$ cat config.mk
export PLATFORM = sky130hd
export DESIGN_NAME = columnar_transposition_flat
export DESIGN_NICKNAME = d
export VERILOG_FILES = /design/src/rtl/ct_pkg.sv /design/src/rtl/ct_if.sv /design/src/rtl/ct_store.sv /design/src/rtl/columnar_transposition.sv /design/src/flat_wrapper.sv
export SDC_FILE = /design/constraint.sdc
export NUM_CORES = 1
export LEC_CHECK = 0
export CORE_ASPECT_RATIO = 1.4
export CORE_MARGIN = 2
export CORE_UTILIZATION = 60
export DETAILED_ROUTE_END_ITERATION = 7
export DONT_BUFFER_PORTS = 1
export PLACE_DENSITY = 0.76
export SYNTH_ARGS = -nofsm -noshare
export SYNTH_HDL_FRONTEND = slang
export SYNTH_SLANG_ARGS = --single-unit
$ cat constraint.sdc
create_clock -name clk -period 6.6 [get_ports clk]
set_input_delay 1.98 -clock clk [delete_from_list [all_inputs] [get_ports clk]]
set_output_delay 1.98 -clock clk [all_outputs]
set_load 0.02 [all_outputs]
$ cat src/rtl/ct_pkg.sv
// ----------------------------------------------------------------------------
// ct_pkg: shared types and constants for the columnar transposition block
// Grid geometry, pad byte, register indexes and sequencer states.
// ----------------------------------------------------------------------------
package ct_pkg;

	localparam int NUM_COLS         = 5;
	localparam int COL_W            = 3;
	localparam int DEFAULT_MAX_ROWS = 12;
	localparam int CFG_INDEX_W      = 3;
	localparam int CFG_DATA_W       = COL_W;

	localparam logic [7:0] PAD_BYTE = 8'h78;

	typedef enum logic [CFG_INDEX_W-1:0] {
		REG_DECRYPT_MODE  = 3'd0,
		REG_FIRST_COLUMN  = 3'd1,
		REG_SECOND_COLUMN = 3'd2,
		REG_THIRD_COLUMN  = 3'd3,
		REG_FOURTH_COLUMN = 3'd4,
		REG_FIFTH_COLUMN  = 3'd5
	} cfg_reg_t;

	typedef enum logic [1:0] {
		ST_LOAD,
		ST_WALK,
		ST_DRAIN
	} state_t;

endpackage

$ cat src/rtl/ct_if.sv
// ----------------------------------------------------------------------------
// ct_if: valid/ready channels of the columnar transposition block
// Input word carries one byte and its end flag; output word one result byte.
// ----------------------------------------------------------------------------
interface ct_in_if;
	logic       valid;
	logic       ready;
	logic [7:0] data_byte;
	logic       end_of_message;

	modport source (output valid, output data_byte, output end_of_message, input ready);
	modport sink (input valid, input data_byte, input end_of_message, output ready);
endinterface

interface ct_out_if;
	logic       valid;
	logic       ready;
	logic [7:0] result_byte;
	logic       end_of_run;
	logic       overflowed;

	modport source (output valid, output result_byte, output end_of_run, output overflowed,
		input ready);
	modport sink (input valid, input result_byte, input end_of_run, input overflowed,
		output ready);
endinterface

$ cat src/rtl/ct_store.sv
// ----------------------------------------------------------------------------
// ct_store: byte store of the transposition grid
// One write port, one read port with registered read data.
// ----------------------------------------------------------------------------
module ct_store #(
	parameter int DEPTH = 60
) (
	input  logic                     clk,
	input  logic                     we,
	input  logic [$clog2(DEPTH)-1:0] waddr,
	input  logic [7:0]               wdata,
	input  logic                     re,
	input  logic [$clog2(DEPTH)-1:0] raddr,
	output logic [7:0]               rdata
);

	logic [7:0] mem [DEPTH];

	always_ff @(posedge clk) begin
		if (we) begin
			mem[waddr] <= wdata;
		end
	end

	// read data holds while no read is issued
	always_ff @(posedge clk) begin
		if (re) begin
			rdata <= mem[raddr];
		end
	end

endmodule

$ cat src/rtl/columnar_transposition.sv
// Bytes load one per cycle; after the final byte is accepted, the first result passes
// the store read register, the held-back word and the output register, later in decrypt when
// leading grid cells are pads. The run then walks 5*rows grid cells at one cell per cycle
// (store read port) while the output is not stalled; no new message is taken until it ends.
// Decrypt runs drop pad bytes, so fewer words than cells may come out.
// Reset: arst_n clears state, byte count, overflow flag and registers to their defaults.
// The store is not cleared; cells at or beyond the byte count read as pad.
// ----------------------------------------------------------------------------
// columnar_transposition: five-column transposition cipher
// Loads a message into the byte store, then emits it column-wise (encrypt) or
// refills the grid by keyed columns and emits row-wise without pads (decrypt).
// ----------------------------------------------------------------------------
module columnar_transposition import ct_pkg::*; #(
	parameter int MAX_ROWS = DEFAULT_MAX_ROWS
) (
	input  logic                   clk,
	input  logic                   arst_n,
	ct_in_if.sink                  in_word,
	ct_out_if.source               out_word,
	input  logic                   cfg_we,
	input  logic [CFG_INDEX_W-1:0] cfg_index,
	input  logic [CFG_DATA_W-1:0]  cfg_data
);

	localparam int CAP = NUM_COLS * MAX_ROWS;
	localparam int AW  = $clog2(CAP + 1);
	localparam int IW  = $clog2(CAP);
	localparam int RW  = $clog2(MAX_ROWS + 1);

	localparam logic [AW-1:0]    CAP_A    = AW'(CAP);
	localparam logic [AW-1:0]    ROW_STEP = AW'(NUM_COLS);
	localparam logic [COL_W-1:0] LAST_COL = COL_W'(NUM_COLS - 1);
	localparam logic [COL_W-1:0] NCOL_C   = COL_W'(NUM_COLS);

	state_t state_q, state_d;

	logic             decrypt_q;
	logic [COL_W-1:0] order_q [NUM_COLS];

	logic [AW-1:0]    count_q;
	logic             ovf_q;
	logic [COL_W-1:0] colpos_q;
	logic [RW-1:0]    rows_q;

	logic [COL_W-1:0] cnt_a_q;
	logic [RW-1:0]    cnt_r_q;
	logic [AW-1:0]    rb_q;

	logic             v_s1;
	logic             force_s1;
	logic [7:0]       rdata;

	logic             pend_v_q;
	logic [7:0]       pend_q;

	logic             out_v_q;
	logic [7:0]       out_byte_q;
	logic             out_eor_q;
	logic             out_ovf_q;

	logic             accept_in, has_room, go, issue, finish;
	logic             row_last, col_last, walk_done;
	logic             found;
	logic [COL_W-1:0] kl;
	logic [COL_W-1:0] enc_col;
	logic [AW:0]      dec_pos, enc_addr, rd_addr, count_x;
	logic             force_x;
	logic [7:0]       cand;
	logic             keep;
	logic             out_load, out_last;

	// configuration
	always_ff @(posedge clk or negedge arst_n) begin
		if (!arst_n) begin
			decrypt_q <= 1'b0;
			for (int k = 0; k < NUM_COLS; k++) begin
				order_q[k] <= COL_W'(k);
			end
		end else if (cfg_we) begin
			unique case (cfg_reg_t'(cfg_index))
				REG_DECRYPT_MODE:  decrypt_q  <= cfg_data[0];
				REG_FIRST_COLUMN:  order_q[0] <= cfg_data;
				REG_SECOND_COLUMN: order_q[1] <= cfg_data;
				REG_THIRD_COLUMN:  order_q[2] <= cfg_data;
				REG_FOURTH_COLUMN: order_q[3] <= cfg_data;
				REG_FIFTH_COLUMN:  order_q[4] <= cfg_data;
				default: ;
			endcase
		end
	end

	assign in_word.ready = (state_q == ST_LOAD);
	assign accept_in     = in_word.valid && in_word.ready;
	assign has_room      = count_q < CAP_A;
	assign go            = !out_v_q || out_word.ready;
	assign issue         = (state_q == ST_WALK) && go;
	assign finish        = (state_q == ST_DRAIN) && go && !v_s1;

	assign row_last  = cnt_r_q == (rows_q - RW'(1));
	assign col_last  = cnt_a_q == LAST_COL;
	// both walk orders end on the last row of the last column
	assign walk_done = row_last && col_last;

	// last order position naming the current grid column wins
	always_comb begin
		found = 1'b0;
		kl    = '0;
		for (int k = 0; k < NUM_COLS; k++) begin
			if (order_q[k] == cnt_a_q) begin
				found = 1'b1;
				kl    = COL_W'(k);
			end
		end
	end

	// encrypt walks order positions; the grid column comes from the key
	assign enc_col  = order_q[cnt_a_q];
	assign count_x  = (AW + 1)'(count_q);
	assign dec_pos  = (AW + 1)'(kl) * (AW + 1)'(rows_q) + (AW + 1)'(cnt_r_q);
	assign enc_addr = (AW + 1)'(rb_q) + (AW + 1)'(enc_col);
	assign rd_addr  = decrypt_q ? dec_pos : enc_addr;
	assign force_x  = decrypt_q ? (!found || dec_pos >= count_x)
	                            : (enc_col >= NCOL_C || enc_addr >= count_x);

	ct_store #(
		.DEPTH (CAP)
	) u_store (
		.clk   (clk),
		.we    (accept_in && has_room),
		.waddr (count_q[IW-1:0]),
		.wdata (in_word.data_byte),
		.re    (issue),
		.raddr (rd_addr[IW-1:0]),
		.rdata (rdata)
	);

	always_ff @(posedge clk or negedge arst_n) begin
		if (!arst_n) begin
			state_q <= ST_LOAD;
		end else begin
			state_q <= state_d;
		end
	end

	always_comb begin
		state_d = state_q;
		unique case (state_q)
			ST_LOAD:  if (accept_in && in_word.end_of_message) state_d = ST_WALK;
			ST_WALK:  if (issue && walk_done) state_d = ST_DRAIN;
			ST_DRAIN: if (finish) state_d = ST_LOAD;
			default:  state_d = ST_LOAD;
		endcase
	end

	// message fill bookkeeping
	always_ff @(posedge clk or negedge arst_n) begin
		if (!arst_n) begin
			count_q  <= '0;
			ovf_q    <= 1'b0;
			colpos_q <= '0;
			rows_q   <= '0;
		end else if (finish) begin
			count_q  <= '0;
			ovf_q    <= 1'b0;
			colpos_q <= '0;
			rows_q   <= '0;
		end else if (accept_in) begin
			if (has_room) begin
				count_q  <= count_q + AW'(1);
				colpos_q <= (colpos_q == LAST_COL) ? '0 : colpos_q + COL_W'(1);
				if (colpos_q == '0) begin
					rows_q <= rows_q + RW'(1);
				end
			end else begin
				ovf_q <= 1'b1;
			end
		end
	end

	// walk counters: encrypt goes column-major, decrypt row-major
	always_ff @(posedge clk or negedge arst_n) begin
		if (!arst_n) begin
			cnt_a_q <= '0;
			cnt_r_q <= '0;
			rb_q    <= '0;
		end else if (accept_in && in_word.end_of_message) begin
			cnt_a_q <= '0;
			cnt_r_q <= '0;
			rb_q    <= '0;
		end else if (issue) begin
			if (!decrypt_q) begin
				if (row_last) begin
					cnt_r_q <= '0;
					rb_q    <= '0;
					cnt_a_q <= cnt_a_q + COL_W'(1);
				end else begin
					cnt_r_q <= cnt_r_q + RW'(1);
					rb_q    <= rb_q + ROW_STEP;
				end
			end else begin
				if (col_last) begin
					cnt_a_q <= '0;
					cnt_r_q <= cnt_r_q + RW'(1);
				end else begin
					cnt_a_q <= cnt_a_q + COL_W'(1);
				end
			end
		end
	end

	always_ff @(posedge clk or negedge arst_n) begin
		if (!arst_n) begin
			v_s1 <= 1'b0;
		end else if (go) begin
			v_s1 <= issue;
		end
	end

	always_ff @(posedge clk) begin
		if (go) begin
			force_s1 <= force_x;
		end
	end

	assign cand = force_s1 ? PAD_BYTE : rdata;
	assign keep = v_s1 && (!decrypt_q || cand != PAD_BYTE);

	// one word held back so the end-of-run flag lands on the true last word
	assign out_last = finish && pend_v_q;
	assign out_load = (go && keep && pend_v_q) || out_last;

	always_ff @(posedge clk or negedge arst_n) begin
		if (!arst_n) begin
			pend_v_q <= 1'b0;
		end else if (go && keep) begin
			pend_v_q <= 1'b1;
		end else if (out_last) begin
			pend_v_q <= 1'b0;
		end
	end

	always_ff @(posedge clk) begin
		if (go && keep) begin
			pend_q <= cand;
		end
	end

	always_ff @(posedge clk or negedge arst_n) begin
		if (!arst_n) begin
			out_v_q <= 1'b0;
		end else if (out_load) begin
			out_v_q <= 1'b1;
		end else if (out_word.ready) begin
			out_v_q <= 1'b0;
		end
	end

	always_ff @(posedge clk) begin
		if (out_load) begin
			out_byte_q <= pend_q;
			out_eor_q  <= out_last;
			out_ovf_q  <= ovf_q;
		end
	end

	assign out_word.valid       = out_v_q;
	assign out_word.result_byte = out_byte_q;
	assign out_word.end_of_run  = out_eor_q;
	assign out_word.overflowed  = out_ovf_q;

	a_count_in_range: assert property (@(posedge clk) disable iff (!arst_n)
		count_q <= CAP_A)
		else $error("byte count beyond store capacity");

	a_no_read_in_load: assert property (@(posedge clk) disable iff (!arst_n)
		state_q == ST_LOAD |-> !v_s1 && !pend_v_q)
		else $error("read pipeline busy while loading");

	a_clear_on_return: assert property (@(posedge clk) disable iff (!arst_n)
		state_q == ST_LOAD && $past(state_q) == ST_DRAIN |-> count_q == '0 && !ovf_q)
		else $error("message state not cleared after run");

	a_rows_nonzero_walk: assert property (@(posedge clk) disable iff (!arst_n)
		state_q == ST_WALK |-> rows_q != '0 && cnt_r_q < rows_q)
		else $error("walk outside grid rows");

endmodule
$ cat src/flat_wrapper.sv
// flat-port wrapper written by rule: the top's interface ports become plain ports
module columnar_transposition_flat import ct_pkg::*;
#(
	parameter int MAX_ROWS = DEFAULT_MAX_ROWS
)
  (clk, arst_n, cfg_we, cfg_index, cfg_data, in_word_valid, in_word_data_byte, in_word_end_of_message, in_word_ready, out_word_valid, out_word_result_byte, out_word_end_of_run, out_word_overflowed, out_word_ready);
  ct_in_if in_word_i ();
  ct_out_if out_word_i ();
  input  logic clk;
  input  logic arst_n;
  input  logic cfg_we;
  input  logic [CFG_INDEX_W-1:0] cfg_index;
  input  logic [CFG_DATA_W-1:0] cfg_data;
  input wire logic [$bits(in_word_i.valid)-1:0] in_word_valid;
  input wire logic [$bits(in_word_i.data_byte)-1:0] in_word_data_byte;
  input wire logic [$bits(in_word_i.end_of_message)-1:0] in_word_end_of_message;
  output wire logic [$bits(in_word_i.ready)-1:0] in_word_ready;
  output wire logic [$bits(out_word_i.valid)-1:0] out_word_valid;
  output wire logic [$bits(out_word_i.result_byte)-1:0] out_word_result_byte;
  output wire logic [$bits(out_word_i.end_of_run)-1:0] out_word_end_of_run;
  output wire logic [$bits(out_word_i.overflowed)-1:0] out_word_overflowed;
  input wire logic [$bits(out_word_i.ready)-1:0] out_word_ready;
  assign in_word_i.valid = in_word_valid;
  assign in_word_i.data_byte = in_word_data_byte;
  assign in_word_i.end_of_message = in_word_end_of_message;
  assign in_word_ready = in_word_i.ready;
  assign out_word_valid = out_word_i.valid;
  assign out_word_result_byte = out_word_i.result_byte;
  assign out_word_end_of_run = out_word_i.end_of_run;
  assign out_word_overflowed = out_word_i.overflowed;
  assign out_word_i.ready = out_word_ready;
  columnar_transposition #(.MAX_ROWS(MAX_ROWS)) u_core (.clk(clk), .arst_n(arst_n), .in_word(in_word_i), .out_word(out_word_i), .cfg_we(cfg_we), .cfg_index(cfg_index), .cfg_data(cfg_data));
endmodule
==> results.txt <==
result of the run = complete, no violations
clock edge transition at the registers on the reported setup and hold paths = 70 ps
most area-consuming cells after synthesis = sky130_fd_sc_hd__edfxtp_1 (64%), sky130_fd_sc_hd__mux4_2 (6.2%), sky130_fd_sc_hd__dfrtp_1 (4.6%), sky130_fd_sc_hd__nand2_1 (4.0%), sky130_fd_sc_hd__nand3_1 (2.1%)
final estimated routing congestion in global placement = 0.8823
portion of the post-synthesis area used by sequential elements = 69.61%
port buffer count = 0
count of warnings emitted by yosys = 0
Highest Clock Rate = 0.1723 GHz
detailed-route via count = 13740
insertion delay of the later-clocked pin in the worst-skew pair = 580 ps
CP Data Arrival Time = 6090 ps
cell count after synthesis = 1564
hpwl dp = 34990 um
classification of the worst-slack hold path = flip-flop to flip-flop
maximum number of pins on one net before global-route repair = 90
total detailed-routing wirelength = 56310 um
kind of launch point of the worst setup path = flip-flop
effective utilization at floorplan = 60.43%
Remaining Overflow, GRT = 0
reg2reg setup slack = 800 ps
capturing instance or port of the critical path = u_core.u_store.rdata[0]$_DFFE_PP_
flip-flop cell with the highest count after synthesis = sky130_fd_sc_hd__edfxtp_1
count of different cell masters after synthesis = 75
overall die width = 171.6 um
flip-flop and latch count after synthesis = 555
CTS Root Buffer Type = sky130_fd_sc_hd__clkbuf_16
kind of end point of the critical path = flip-flop
CTS resizes = 0
Top delay family on crit path = adder cells
global-route wire length before repair = 84480 um
number of flops mapped to enable cells by yosys = 507
floorplan row count = 86
Die Area = 40970 um2
Num Clock Sinks = 555
post-CTS setup buffers = 0
largest area contributor in the netlist = sky130_fd_sc_hd__edfxtp_1
number of antenna violations at the first check in global routing = 0
launching element of the worst setup path = u_core.cnt_a_q[0]$_DFFE_PN0P_
clock skew after layout = 17.43 ps
length of the first detailed-routing pass in iterations = 6
CTS Hold Bufs = 0
number of cells on the worst reg-to-reg path = 17
CP Class = flip-flop to flip-flop
number of CTS-inserted buffers = 50
net count after synthesis = 1626
maxcap violations = 0
worst slew margin relative to its limit = 24.85%
proportion of synthesized flip-flops having asynchronous set or reset = 8.649%
setup repair after global routing missed its margin = false
Netlist Area Pre-Place = 23610 um2
cell-by-cell listing of the critical path = inv_1 > ha_1 > and3_1 > nor2_1 > and2_1 > fa_1 > fa_1 > inv_1 > fa_1 > nand2_1 > o21ai_4 > buf_4 > mux4_2 > nand2_1 > nand3_1 > a32oi_1 > nand3b_1
Post-Synthesis Mean Instance Area = 15.09 um2
required time reported for the critical path endpoint = 6890 ps
routed length per instance = 26.41 um
1st-iter DRT viols = 1491
total buffers and inverters traversed by the critical path = 3
library cell contributing the largest single delay on the critical path = sky130_fd_sc_hd__dfrtp_1
worst-margin pin slew = 1104 ps
core area = 39060 um2
Final TNS setup = 0 ps
GRT Total Usage = 28.23%
max-slew violations = 0
Final ANT Viol Nets = 0
count of unresolved DRC violations after routing = 0
final critical-path share of the clock period = 87.94%
share of layout cells above drive strength 1 = 12.72%
clock tree from TritonCTS = yes
area fraction of the dominant cell type after synthesis = 64.50%
CP max stage delay = 610 ps
number of global-route vias before repair = 13710
Hold Vio Cnt, Final = 0
Setup-failing EPs final = 0
H-tree depth = 2
nets@finish = 1627
total number of cells along the worst setup path = 17
number of antenna repair diodes = 0
cell occurring most often along the worst timing path = sky130_fd_sc_hd__fa_1
FF-to-FF End = u_core.u_store.rdata[0]$_DFFE_PP_
FF-to-FF Start = u_core.cnt_a_q[0]$_DFFE_PN0P_
vias per cell = 6.447
post-layout min period = 5804 ps
layout overhead on the synthesized area = 8.916%
DIE HEIGHT = 238.7 um
number of ports placed on the die boundary = 32
Max Fanout on Critical Path = 22
number of filler cells placed in the layout = 2637
Max clock buf depth = 3
## how the worst min path moves through the flow
stage	slack (ps)	cells after the start	startpoint	to
2_1_floorplan	400	0	u_core.pend_q[0]$_DFFE_PP_	u_core.out_word.result_byte[0]$_DFFE_PP_
3_3_place_gp	400	0	u_core.pend_q[1]$_DFFE_PP_	u_core.out_word.result_byte[1]$_DFFE_PP_
3_5_place_dp	410	0	u_core.pend_q[4]$_DFFE_PP_	u_core.out_word.result_byte[4]$_DFFE_PP_
4_1_cts	420	0	u_core.pend_q[4]$_DFFE_PP_	u_core.out_word.result_byte[4]$_DFFE_PP_
5_1_grt	440	0	u_core.pend_q[4]$_DFFE_PP_	u_core.out_word.result_byte[4]$_DFFE_PP_
6_report	420	0	u_core.pend_q[4]$_DFFE_PP_	u_core.out_word.result_byte[4]$_DFFE_PP_
## layer usage
metal / up-vias / wire length, um / track usage, % / part of all wire (%)
li1: 5950 / - / - / -
met1: 6825 / 19810 / 34.63 / 35
met2: 781 / 28340 / 47.27 / 50
met3: 188 / 4711 / 5.000 / 8.4
met4: 0 / 3457 / 16.02 / 6.1
met5: - / 0 / 0 / 0
## per-stage QoR
step / area [um2] / cells / setup slack (ps) / utilization [%] / hold slack [ps]
global placement: 24070 / 2041 / 1005 / 61.62 / 403.8
detailed placement: 24070 / 2041 / 865.6 / 61.62 / 405.4
CTS: 25710 / 2132 / 830.3 / 65.82 / 421.5
global route: 25710 / 2132 / 546.6 / 65.82 / 436.2
floorplan: 23610 / 1564 / 1736 / - / 400.3
finish: 25710 / 2132 / 795.6 / 65.82 / 418.7
## cell usage after synthesis (3+ instances only)
master / count
sky130_fd_sc_hd__edfxtp_1: 507
sky130_fd_sc_hd__nand2_1: 251
sky130_fd_sc_hd__nor2_1: 109
sky130_fd_sc_hd__nand3_1: 97
sky130_fd_sc_hd__mux4_2: 65
sky130_fd_sc_hd__dfrtp_1: 43
sky130_fd_sc_hd__ha_1: 36
sky130_fd_sc_hd__mux2i_1: 34
sky130_fd_sc_hd__a21oi_1: 28
sky130_fd_sc_hd__buf_2: 27
sky130_fd_sc_hd__inv_1: 23
sky130_fd_sc_hd__a32oi_1: 21
sky130_fd_sc_hd__nor3_1: 21
sky130_fd_sc_hd__o21ai_0: 21
sky130_fd_sc_hd__xnor2_1: 21
sky130_fd_sc_hd__clkbuf_1: 20
sky130_fd_sc_hd__mux2_2: 19
sky130_fd_sc_hd__and3_1: 18
sky130_fd_sc_hd__xor2_1: 16
sky130_fd_sc_hd__a311oi_1: 15
sky130_fd_sc_hd__nand4_1: 14
sky130_fd_sc_hd__buf_4: 13
sky130_fd_sc_hd__nor2b_1: 13
sky130_fd_sc_hd__a31oi_1: 11
sky130_fd_sc_hd__a21o_1: 8
sky130_fd_sc_hd__buf_6: 8
sky130_fd_sc_hd__and2_1: 7
sky130_fd_sc_hd__nand2b_1: 7
sky130_fd_sc_hd__fa_1: 6
sky130_fd_sc_hd__a311o_1: 5
sky130_fd_sc_hd__dfstp_2: 5
sky130_fd_sc_hd__or2_2: 5
sky130_fd_sc_hd__buf_1: 4
sky130_fd_sc_hd__mux4_1: 4
sky130_fd_sc_hd__nand3b_1: 4
sky130_fd_sc_hd__nor3b_1: 4
sky130_fd_sc_hd__a211oi_1: 3
sky130_fd_sc_hd__a21oi_2: 3
sky130_fd_sc_hd__a32o_1: 3
## layout make-up
type | instances | area [um2] | share of cell area, %
clock inverter | 27 | 284.0 | 1.105
timing repair buffer | 22 | 202.7 | 0.7884
clock buffer | 64 | 1355 | 5.271
inverter | 24 | 90.09 | 0.3504
tap | 528 | 660.6 | 2.570
multi-input combinational | 912 | 6685 | 26.00
sequential | 555 | 16430 | 63.91
## cell families after synthesis
family          after synthesis  share of synthesized area (%)
compound gates              140                          4.325
xor+xnor                     38                          1.442
fa+ha+maj                    42                          2.417
buf+inv                      97                          2.216
flops                       555                          69.61
mux                         125                          9.218
simple gates                567                          10.77
## state kept, by name (all words and copies together) (netlist names), 2 cells and up
name                         cells
u_core.cnt_r_q                   4
u_core.u_store.mem             480
u_core.count_q                   6
u_core.out_word.result_byte      8
u_core.cnt_a_q                   3
u_core.order_q                  15
u_core.pend_q                    8
u_core.rows_q                    4
u_core.rb_q                      6
u_core.u_store.rdata             8
u_core.colpos_q                  3
u_core.state_q                   2
## cell usage in the layout, fill, tap and decap left out, types with 6 or more instances in the layout
cell,netlist,final
sky130_fd_sc_hd__fa_1,6,6
sky130_fd_sc_hd__nand4_1,14,14
sky130_fd_sc_hd__inv_1,23,23
sky130_fd_sc_hd__a21oi_1,28,28
sky130_fd_sc_hd__nor2b_1,13,13
sky130_fd_sc_hd__nand3_1,97,97
sky130_fd_sc_hd__mux2_2,19,19
sky130_fd_sc_hd__clkbuf_1,20,10
sky130_fd_sc_hd__a311oi_1,15,15
sky130_fd_sc_hd__xor2_1,16,16
sky130_fd_sc_hd__dfrtp_1,43,43
sky130_fd_sc_hd__a21o_1,8,8
sky130_fd_sc_hd__buf_4,13,19
sky130_fd_sc_hd__nand2b_1,7,7
sky130_fd_sc_hd__clkinv_2,0,6
sky130_fd_sc_hd__bufinv_16,0,6
sky130_fd_sc_hd__clkinv_1,1,12
sky130_fd_sc_hd__a32oi_1,21,21
sky130_fd_sc_hd__nor2_1,109,109
sky130_fd_sc_hd__nand2_1,251,251
sky130_fd_sc_hd__mux2i_1,34,33
sky130_fd_sc_hd__edfxtp_1,507,507
sky130_fd_sc_hd__clkbuf_16,0,51
sky130_fd_sc_hd__a31oi_1,11,11
sky130_fd_sc_hd__nor3_1,21,21
sky130_fd_sc_hd__and3_1,18,18
sky130_fd_sc_hd__ha_1,36,36
sky130_fd_sc_hd__mux4_2,65,65
sky130_fd_sc_hd__xnor2_1,21,21
sky130_fd_sc_hd__o21ai_0,21,21
sky130_fd_sc_hd__and2_1,7,7
Power is not shown: default switching activity piles up to over one toggle a cycle in this logic, so the estimate is an artifact.
